==> src/rtl/core/crcws_pkg.sv <==
// ---------------------------------------------------------------------------
// CRC-64 word stream package
// Widths, polynomial and the bit-level update shared by the CRC stream core.
// ---------------------------------------------------------------------------
`default_nettype none

package crcws_pkg;

  localparam int unsigned CrcWidth   = 64;
  localparam int unsigned WordBytes  = 8;
  localparam int unsigned WordWidth  = 8 * WordBytes;
  localparam int unsigned CountWidth = 4;
  // data word then byte count, padded to whole bytes
  localparam int unsigned InPackedWidth = WordWidth + CountWidth;
  localparam int unsigned InDataWidth   = ((InPackedWidth + 7) / 8) * 8;

  localparam logic [CrcWidth-1:0] CrcPoly = 64'hC96C5795D7870F42;

  typedef logic [CrcWidth-1:0]   crc_t;
  typedef logic [WordWidth-1:0]  word_t;
  typedef logic [CountWidth-1:0] count_t;

  // Reflected update of the running CRC by one message byte.
  function automatic crc_t absorb_byte(input crc_t crc, input logic [7:0] byte_val);
    crc_t c;
    c = crc ^ {{(CrcWidth-8){1'b0}}, byte_val};
    for (int b = 0; b < 8; b++) begin
      if (c[0]) begin
        c = (c >> 1) ^ CrcPoly;
      end else begin
        c = c >> 1;
      end
    end
    return c;
  endfunction

endpackage

`default_nettype wire

==> src/rtl/core/crc64_reflected_word_stream_unit.sv <==
// ---------------------------------------------------------------------------
// CRC-64 reflected word stream unit
// Reflected CRC-64 (poly 0xC96C5795D7870F42, zero init, no final XOR) over
// a stream of up to eight bytes per word.
// ---------------------------------------------------------------------------
// Takes one word per cycle unless the input side stalls. Each accepted word
// is held in an input register, its valid bytes (least significant first) are
// folded into the running CRC by a flattened XOR network, and a word with tlast
// loads the finished CRC into the output register, clearing the running CRC to zero.
// An accepted last word reaches tvalid via the input register, then the output register.
// The input side stalls only while a finished CRC waits in the output
// register and the word in the input register is itself a last word.
`default_nettype none

module crc64_reflected_word_stream_unit (
  input  var logic                                clk_i,
  input  var logic                                rst_ni,
  input  var logic                                s_axis_tvalid,
  output var logic                                s_axis_tready,
  // [63:0] data_word, [67:64] byte_count, [71:68] zero
  input  var logic [crcws_pkg::InDataWidth-1:0]   s_axis_tdata,
  input  var logic                                s_axis_tlast,
  output var logic                                m_axis_tvalid,
  input  var logic                                m_axis_tready,
  // [63:0] crc_value
  output var crcws_pkg::crc_t                     m_axis_tdata
);
  import crcws_pkg::*;

  logic   in_valid_q, in_valid_d;
  word_t  in_data_q;
  count_t in_count_q;
  logic   in_last_q;
  crc_t   run_crc_q, run_crc_d;
  logic   out_valid_q, out_valid_d;
  crc_t   out_crc_q;
  crc_t   next_crc;
  logic   s_fire, advance;

  crcws_absorb u_absorb (
    .crc_i   (run_crc_q),
    .data_i  (in_data_q),
    .count_i (in_count_q),
    .crc_o   (next_crc)
  );

  // A held word advances unless it must hand a CRC to a full output register that is not being read.
  assign advance       = in_valid_q && (!in_last_q || !out_valid_q || m_axis_tready);
  assign s_axis_tready = !in_valid_q || advance;
  assign s_fire        = s_axis_tvalid && s_axis_tready;

  always_comb begin
    in_valid_d  = in_valid_q;
    run_crc_d   = run_crc_q;
    out_valid_d = out_valid_q;
    if (m_axis_tready) begin
      out_valid_d = 1'b0;
    end
    if (advance) begin
      in_valid_d = 1'b0;
      if (in_last_q) begin
        run_crc_d   = '0;
        out_valid_d = 1'b1;
      end else begin
        run_crc_d = next_crc;
      end
    end
    if (s_fire) begin
      in_valid_d = 1'b1;
    end
  end

  always_ff @(posedge clk_i or negedge rst_ni) begin
    if (!rst_ni) begin
      in_valid_q  <= 1'b0;
      out_valid_q <= 1'b0;
      run_crc_q   <= '0;
    end else begin
      in_valid_q  <= in_valid_d;
      out_valid_q <= out_valid_d;
      run_crc_q   <= run_crc_d;
    end
  end

  always_ff @(posedge clk_i) begin
    if (s_fire) begin
      in_data_q  <= s_axis_tdata[WordWidth-1:0];
      in_count_q <= s_axis_tdata[WordWidth +: CountWidth];
      in_last_q  <= s_axis_tlast;
    end
    if (advance && in_last_q) begin
      out_crc_q <= next_crc;
    end
  end

  assign m_axis_tvalid = out_valid_q;
  assign m_axis_tdata  = out_crc_q;

endmodule

`default_nettype wire

==> src/rtl/core/crcws_absorb.sv <==
// ---------------------------------------------------------------------------
// CRC-64 word absorb
// Folds the valid low-order bytes of one word into the running CRC.
// ---------------------------------------------------------------------------
`default_nettype none

module crcws_absorb (
  input  var crcws_pkg::crc_t   crc_i,
  input  var crcws_pkg::word_t  data_i,
  input  var crcws_pkg::count_t count_i,
  output var crcws_pkg::crc_t   crc_o
);
  import crcws_pkg::*;

  // Counts above the word size take every byte; the compare saturates naturally.
  always_comb begin
    crc_t c;
    c = crc_i;
    for (int k = 0; k < WordBytes; k++) begin
      if (CountWidth'(k) < count_i) begin
        c = absorb_byte(c, data_i[8*k +: 8]);
      end
    end
    crc_o = c;
  end

endmodule

`default_nettype wire

==> config.mk <==
export PLATFORM = sky130hd
export DESIGN_NAME = crc64_reflected_word_stream_unit
export DESIGN_NICKNAME = d
export VERILOG_FILES = /design/src/rtl/core/crcws_pkg.sv /design/src/rtl/core/crc64_reflected_word_stream_unit.sv /design/src/rtl/core/crcws_absorb.sv
export SDC_FILE = /design/constraint.sdc
export NUM_CORES = 1
export LEC_CHECK = 0
export BUFFER_PORTS_ARGS = -buffer_cell sky130_fd_sc_hd__buf_4
export CAP_MARGIN = 20
export CORE_MARGIN = 2
export CORE_UTILIZATION = 50
export DETAILED_ROUTE_END_ITERATION = 12
export PLACE_DENSITY = 0.78
export SLEW_MARGIN = 20
export SYNTH_ARGS = -nofsm -noshare
export SYNTH_HDL_FRONTEND = slang
export SYNTH_SLANG_ARGS = --single-unit
==> constraint.sdc <==
create_clock -name clk_i -period 19 [get_ports clk_i]
set_input_delay 3.8 -clock clk_i [delete_from_list [all_inputs] [get_ports clk_i]]
set_output_delay 3.8 -clock clk_i [all_outputs]
set_load 0.05 [all_outputs]
== Word-level counts from Yosys, hierarchy flattened ==
Index checks and enable logic that the tools add are counted.
Storage, ports and cells
  input bits: 77
  output and inout bits: 66
  bits in writable memories: 0
  memory bits (read-only): 0
  memories kept: 0
  logic and storage cells: 231
  flip-flop bits (word level): 199
  bits in latches: 0
Operators by class
  equal/unequal tests: 0
  multiply operators: 0
  shift operators: 0
  $lt $le $gt $ge: 8
  $add $sub $neg: 0
  divide/modulo/power cells: 0
  bitwise gates (word level): 72
  reductions and logical operators: 10
  mux-type cells: 134
Operators by type and width (count)
  64-bit 2-to-1 mux: 129
  32-bit NOT with 33-bit output: 64
  64-bit by 8-bit XOR with 64-bit output: 8
  3-bit by 4-bit less-than comparator with 1-bit output, first input constant: 4
  1-bit by 4-bit less-than comparator with 1-bit output, first input constant: 2
  2-bit by 4-bit less-than comparator with 1-bit output, first input constant: 2
  1-bit 2-to-1 mux: 5
  1-bit logical AND: 3
  1-bit logical NOT: 3
  1-bit logical OR: 3
  2-bit nonzero test: 1

== Longest topological paths before layout ==
  depth after elaboration: 201
  depth in mapped cells: 43
  mapped depth without buffers: 33

== Modules after synthesis ==
A second synthesis with hierarchy kept.
Second synthesis, totals
  cells, all modules: 2975
  area, all modules: 27198.6 um2
Modules (own cells, without submodules)
  crcws_absorb: cells an instance 2470, area each 19443.6 um2, times used 1, sequential area each 0.0 um2
  crc64_reflected_word_stream_unit: cells an instance 505, area each 7754.9 um2, times used 1, sequential area each 5645.4 um2

== Worst setup path after synthesis ==
Ideal clock, no wire load.
  path kind: reg-to-reg
  start point: register run_crc_q[0]
  end point: register run_crc_q[16]
  stages on the path, launching flop included: 39
  data required time: 18879 ps
  arrival time: 11424 ps
  slack: 7455 ps
  library setup time: 121 ps
  period minus slack after synthesis: 11545 ps
  path buffers: 5
  cell sequence: dfrtp_1 buf_2 xnor2_2 buf_2 xnor3_1 o21a_1 xor3_1 xor2_1 xnor2_1 xor2_1 o21ai_0 xnor2_1 xor3_1 mux2i_4 xor2_2 xnor2_1 xor3_1 a211o_1 [3 not listed] a22o_1 a31oi_4 xor3_2 xnor3_1 xor2_1 mux2i_4 xnor2_1 xnor3_1 mux2i_2 xor2_2 xnor3_1 buf_4 xor2_1 buf_6 xor2_2 xnor2_1 mux2_2 a22o_1
Between the ends
  word-level cells in the longest chain between the ends: 171
  elaborated cells between the ends (all ways): 200
  those cells by class: mux (129); bitwise (71)
RTL lines
  start, declared: line crc64_reflected_word_stream_unit.sv:34  | crc_t run_crc_q, run_crc_d;
  start signal, assigned: line crc64_reflected_word_stream_unit.sv:81  | run_crc_q <= run_crc_d;
  64-bit by 8-bit XOR with 64-bit output: line crcws_pkg.sv:26  | c = crc ^ {{(CrcWidth-8){1'b0}}, byte_val};
  64-bit 2-to-1 mux: line crcws_pkg.sv:28  | if (c[0]) begin
  64-bit 2-to-1 mux: line crcws_absorb.sv:20  | if (CountWidth'(k) < count_i) begin
  32-bit NOT with 33-bit output (no line) or 64-bit 2-to-1 mux (tied branches)
  64-bit 2-to-1 mux (on tied branches): line crcws_pkg.sv:28, crcws_absorb.sv:20
  64-bit 2-to-1 mux or 32-bit NOT with 33-bit output (tied branches)
  32-bit NOT with 33-bit output (no line) or 64-bit 2-to-1 mux (tied branches)
  64-bit 2-to-1 mux (on tied branches): line crcws_pkg.sv:28, crcws_absorb.sv:20
  [156 not listed]
  32-bit NOT with 33-bit output (no line)
  64-bit 2-to-1 mux: line crcws_pkg.sv:28
  64-bit 2-to-1 mux: line crcws_absorb.sv:20
  32-bit NOT with 33-bit output (no line)
  64-bit 2-to-1 mux: line crcws_pkg.sv:28
  64-bit 2-to-1 mux (*): line crcws_absorb.sv:20
  via next_crc[16]: line crc64_reflected_word_stream_unit.sv:37  | crc_t next_crc;
  64-bit 2-to-1 mux (*): line crc64_reflected_word_stream_unit.sv:61  | if (in_last_q) begin
Mark *: on every way through the listed nets, which the timed path passes. The rest lies on a longest branch. The select of a mux whose other input is x is not followed.
A chain may end at the register's enable or synchronous reset.

== Worst setup path in the final report ==
  start point: register in_count_q[2]
  end point: register out_crc_q[5] (netlist: m_axis_tdata[5]) (data pin)
Between the ends
  word-level cells in the longest chain between the ends: 151
  elaborated cells between the ends (all ways): 182
  those cells by class: order compare (8); mux (113); bitwise (61)
RTL lines
  start, declared: line crc64_reflected_word_stream_unit.sv:32  | count_t in_count_q;
  start signal, assigned: line crc64_reflected_word_stream_unit.sv:88  | in_count_q <= s_axis_tdata[WordWidth +: CountWidth];
  1-bit by 4-bit less-than comparator with 1-bit output: line crcws_absorb.sv:20
  64-bit 2-to-1 mux: line crcws_absorb.sv:20
  64-bit by 8-bit XOR with 64-bit output: line crcws_pkg.sv:26
  64-bit 2-to-1 mux: line crcws_pkg.sv:28
  64-bit 2-to-1 mux: line crcws_absorb.sv:20
  32-bit NOT with 33-bit output (no line)
  64-bit 2-to-1 mux: line crcws_pkg.sv:28
  64-bit 2-to-1 mux: line crcws_absorb.sv:20
  [136 not listed]
  64-bit 2-to-1 mux: line crcws_pkg.sv:28
  64-bit 2-to-1 mux: line crcws_absorb.sv:20
  32-bit NOT with 33-bit output (no line)
  64-bit 2-to-1 mux: line crcws_pkg.sv:28
  64-bit 2-to-1 mux: line crcws_absorb.sv:20
  64-bit 2-to-1 mux: line crcws_pkg.sv:28
  64-bit 2-to-1 mux (*): line crcws_absorb.sv:20
  via next_crc[5]: line crc64_reflected_word_stream_unit.sv:37
  end signal, assigned: line crc64_reflected_word_stream_unit.sv:92  | out_crc_q <= next_crc;
  end, declared: line crc64_reflected_word_stream_unit.sv:36  | crc_t out_crc_q;
Marked as above.

==> Implementation_results.wiki <==
{| class="wikitable"
! Metric !! Value
|-
| Number of buffers inserted by port buffering || 138
|-
| Setup clock skew after layout || 0.0241 ns
|-
| Final GP Congestion || 0.976
|-
| Relative slew slack || 0.255
|-
| Total via count after detailed routing || 20700
|-
| Basic-gate share of the synthesized area counting and, or, nand and nor cells || 0.0997
|-
| Async set or reset register ratio after synthesis || 0.332
|-
| H-tree depth || 4
|-
| Crit path max fanout || 28
|-
| DRT antenna net count || 0
|-
| Setup Crit Path Kind || reg -> reg
|-
| Sequential cell area fraction in the yosys report || 0.221
|-
| Upper clock frequency limit || 62.6 MHz
|-
| Total Negative Setup Slacks || 0 ns
|-
| Cells on Worst Hold Path || 1
|-
| Portion of the clock cycle consumed by the worst path in the final layout || 0.841
|-
| Arithmetic-cell share of the synthesized area counting full adders, half adders and majority gates || 0
|-
| Setup repair bufs after CTS || 0
|-
| Max-slew violation total from the final report || 0
|-
| Xor and xnor fraction of the mapped netlist area || 0.471
|-
| Post-CTS Hold Fix Bufs || 0
|-
| Yosys warning count || 0
|-
| Setup slack on the worst flop-to-flop path || 3.01 ns
|-
| TritonCTS clock tree || yes
|-
| Syn Area/Cell || 9.19 sq um
|-
| Number of placement rows || 82
|-
| Instance count of the mapped netlist || between 2000 and 3000
|-
| Full die area || around 53000 sq um
|-
| Number of antenna violations at the first check in global routing || 0
|-
| Clock latency at the later pin of the worst-skew pair || roughly 0.52 ns
|-
| Cell types with the highest counts after synthesis || 725 x sky130_fd_sc_hd__xnor2_1, 260 x sky130_fd_sc_hd__nor2_1, 253 x sky130_fd_sc_hd__xor2_1
|-
| Worst slew pin tran || 1.11 ns
|-
| Most used cell, CP || sky130_fd_sc_hd__xnor3_1
|-
| Overflow left after global routing || 0
|-
| Post-CTS sizing || 0
|-
| Required time of the critical path || 19.23 ns
|-
| Die Height || between 200 and 250 microns
|-
| Worst path slowest cell || sky130_fd_sc_hd__xnor2_2
|-
| Clk root buf || sky130_fd_sc_hd__clkbuf_16
|-
| Critical path launch point type || flop
|-
| Result of the run || complete, no violations
|-
| Number of primary I/O pins || 143
|-
| Multiplexer fraction of the synthesized cell area || 0.0489
|-
| Number of nets at the end of the flow || 2902
|-
| Signed area change from the synthesized netlist to the final layout || 8.97%
|-
| Cell taking the most area after synthesis || sky130_fd_sc_hd__xnor2_1
|-
| Final-report hold violation count || 0
|-
| Area of the core || between 50000 and 60000 sq um
|-
| End of the worst register-to-register path || m_axis_tdata[5]
|-
| Worst path max stage delay || 0.82 ns
|-
| Post-synth EDFFs || 133
|-
| Compound-gate portion of the synthesized area || 0.132
|-
| Overall global routing resource usage || 0.351
|-
| Capturing element type of the critical path || flop
|-
| Setup repair after global routing missed its margin || false
|-
| Shortest clock period the worst path allows after layout || 15.99 ns
|-
| Wirelength per Cell || 26.7 microns
|-
| Starting density of the core || 0.508
|-
| Maximum root-to-sink buffer count || 2
|-
| Hold path startpoint || run_crc_q[40]
|-
| Global-route wire length before repair || 135000 microns
|-
| Width of the chip || 230 microns
|-
| Area share of the largest cell type after synthesis || 0.248
|-
| CTS Sinks || 199
|-
| MaxCap Viol Count || 0
|-
| Launching point of the worst reg2reg path || in_count_q[2]
|-
| DRC marker count from the first detailed-route iteration || ~2600
|-
| Nets in the synthesized netlist || 2861
|-
| Number of library cell types mapped by synthesis || 78
|-
| Hold WC Path Type || reg -> reg
|-
| Inserted Clock Buffers || 17
|-
| Ratio of routed vias to standard cells || 5.90
|-
| DRC || 0
|-
| Number of flip-flops and latches in the synthesized netlist || between 150 and 200
|-
| Dominant register cell in the synthesized netlist || sky130_fd_sc_hd__edfxtp_1
|-
| Worst-case reg-to-reg path depth || 32
|-
| Critical path launch point || in_count_q[2]
|-
| Worst-case hold path end point || run_crc_q[40]
|-
| Initial DRT Pass Iterations || 7
|-
| Arrival time worst endpoint || 16.21 ns
|-
| Area contributors post-synth || sky130_fd_sc_hd__xnor2_1 25%, sky130_fd_sc_hd__edfxtp_1 16%, sky130_fd_sc_hd__xor2_1 8.7%
|-
| Count of final setup violators || 0
|-
| Netlist area before placement || about 26000 sq um
|-
| Total wirelength of the detailed-routed design || about 94000 microns
|-
| Share of layout cells above drive strength 1 || 0.129
|-
| Register clock-pin slew on the reported worst setup and hold paths || 0.09 ns
|-
| Vias in the first global route || 19200
|-
| Detailed-placement wirelength estimate || 75200 microns
|-
| Most common cell in the synthesized netlist || sky130_fd_sc_hd__xnor2_1
|-
| Largest family of logic cells by synthesized area || XOR/XNOR gates
|-
| Largest net degree at the start of global routing || 100
|}
[registers in the layout, summed over array words and instances (netlist names)]
signal	count
in_count_q	4
m_axis_tdata	64
run_crc_q	64
in_data_q	64
m_axis_tvalid	1
in_last_q	1
in_valid_q	1
[worst max-delay path by stage]
| stage | to | slack [ns] | depth (start not counted) |
|---|---|---|---|
| global placement | m_axis_tdata[5] | 3.65 | 32 |
| CTS | run_crc_q[5] | 3.36 | 33 |
| global route | run_crc_q[5] | 2.57 | 33 |
| detailed placement | m_axis_tdata[5] | 3.44 | 32 |
| finish | m_axis_tdata[5] | 3.01 | 32 |
| floorplan | run_crc_q[16] | 7.46 | 38 |
[metal layers]
metal	vias up	part of all wire	wire length, microns	track usage
li1	9497	-	-	-
met1	10200	0.44	40900	0.494
met2	913	0.45	42600	0.553
met3	132	0.072	6730	0.0485
met4	0	0.037	3500	0.125
met5	-	0	0	0
[critical path: cells and delay by family, from the launching register on]
| family | cells | cell delay, ns |
|---|---|---|
| xor+xnor | 17 | 8.01 |
| simple gates | 5 | 2.65 |
| compound gates | 6 | 2.52 |
| mux | 3 | 1.47 |
| flops | 1 | 0.66 |
| buf+inv | 1 | 0.34 |
[through the flow]
step	instance area (sq um)	utilization	worst slack, ns	std cells	hold WS (ns)
6_report	27900	0.553	3.01	3511	0.555
5_1_grt	27900	0.553	2.57	3510	0.578
4_1_cts	27900	0.553	3.36	3510	0.559
3_3_place_gp	27200	0.541	3.65	3478	0.515
2_1_floorplan	25600	-	7.46	2784	0.462
3_5_place_dp	27200	0.541	3.44	3478	0.537
[cells by family (layout without fill, tap and decap cells)]
logic type             after synthesis  count (layout)
AO/OA/AOI/OAI                      564             564
XOR/XNOR                          1139            1139
buffers and inverters              172             226
flip-flops                         199             199
multiplexers                       110             110
other                                0               1
AND/OR/NAND/NOR                    600             600
[cell type report]
class | count | area, sq um
fillers | 4559 | 22500
multi-input cells | 2413 | 19300
flip-flops and latches | 199 | 5650
repair buffers | 188 | 1410
well taps | 672 | 841
clock buffers | 17 | 425
clock inverters | 15 | 218
inverters | 6 | 22.5
diodes | 1 | 2.50
[layout by cell type (no fill, tap or decap), drive strengths merged, types with 12 or more instances in the layout]
cell type    n
xnor2      756
xor2       265
nor2       262
a21oi      236
nand2      218
buf        188
o21ai      175
edfxtp     133
xnor3       99
mux2i       89
dfrtp       66
a22o        41
and2        29
mux2        21
nand3       20
a31o        20
xor3        19
clkbuf      17
inv         16
a21o        15
o211ai      14
a211oi      12
Power is not shown: default switching activity piles up to over one toggle a cycle in this logic, so the estimate is an artifact.
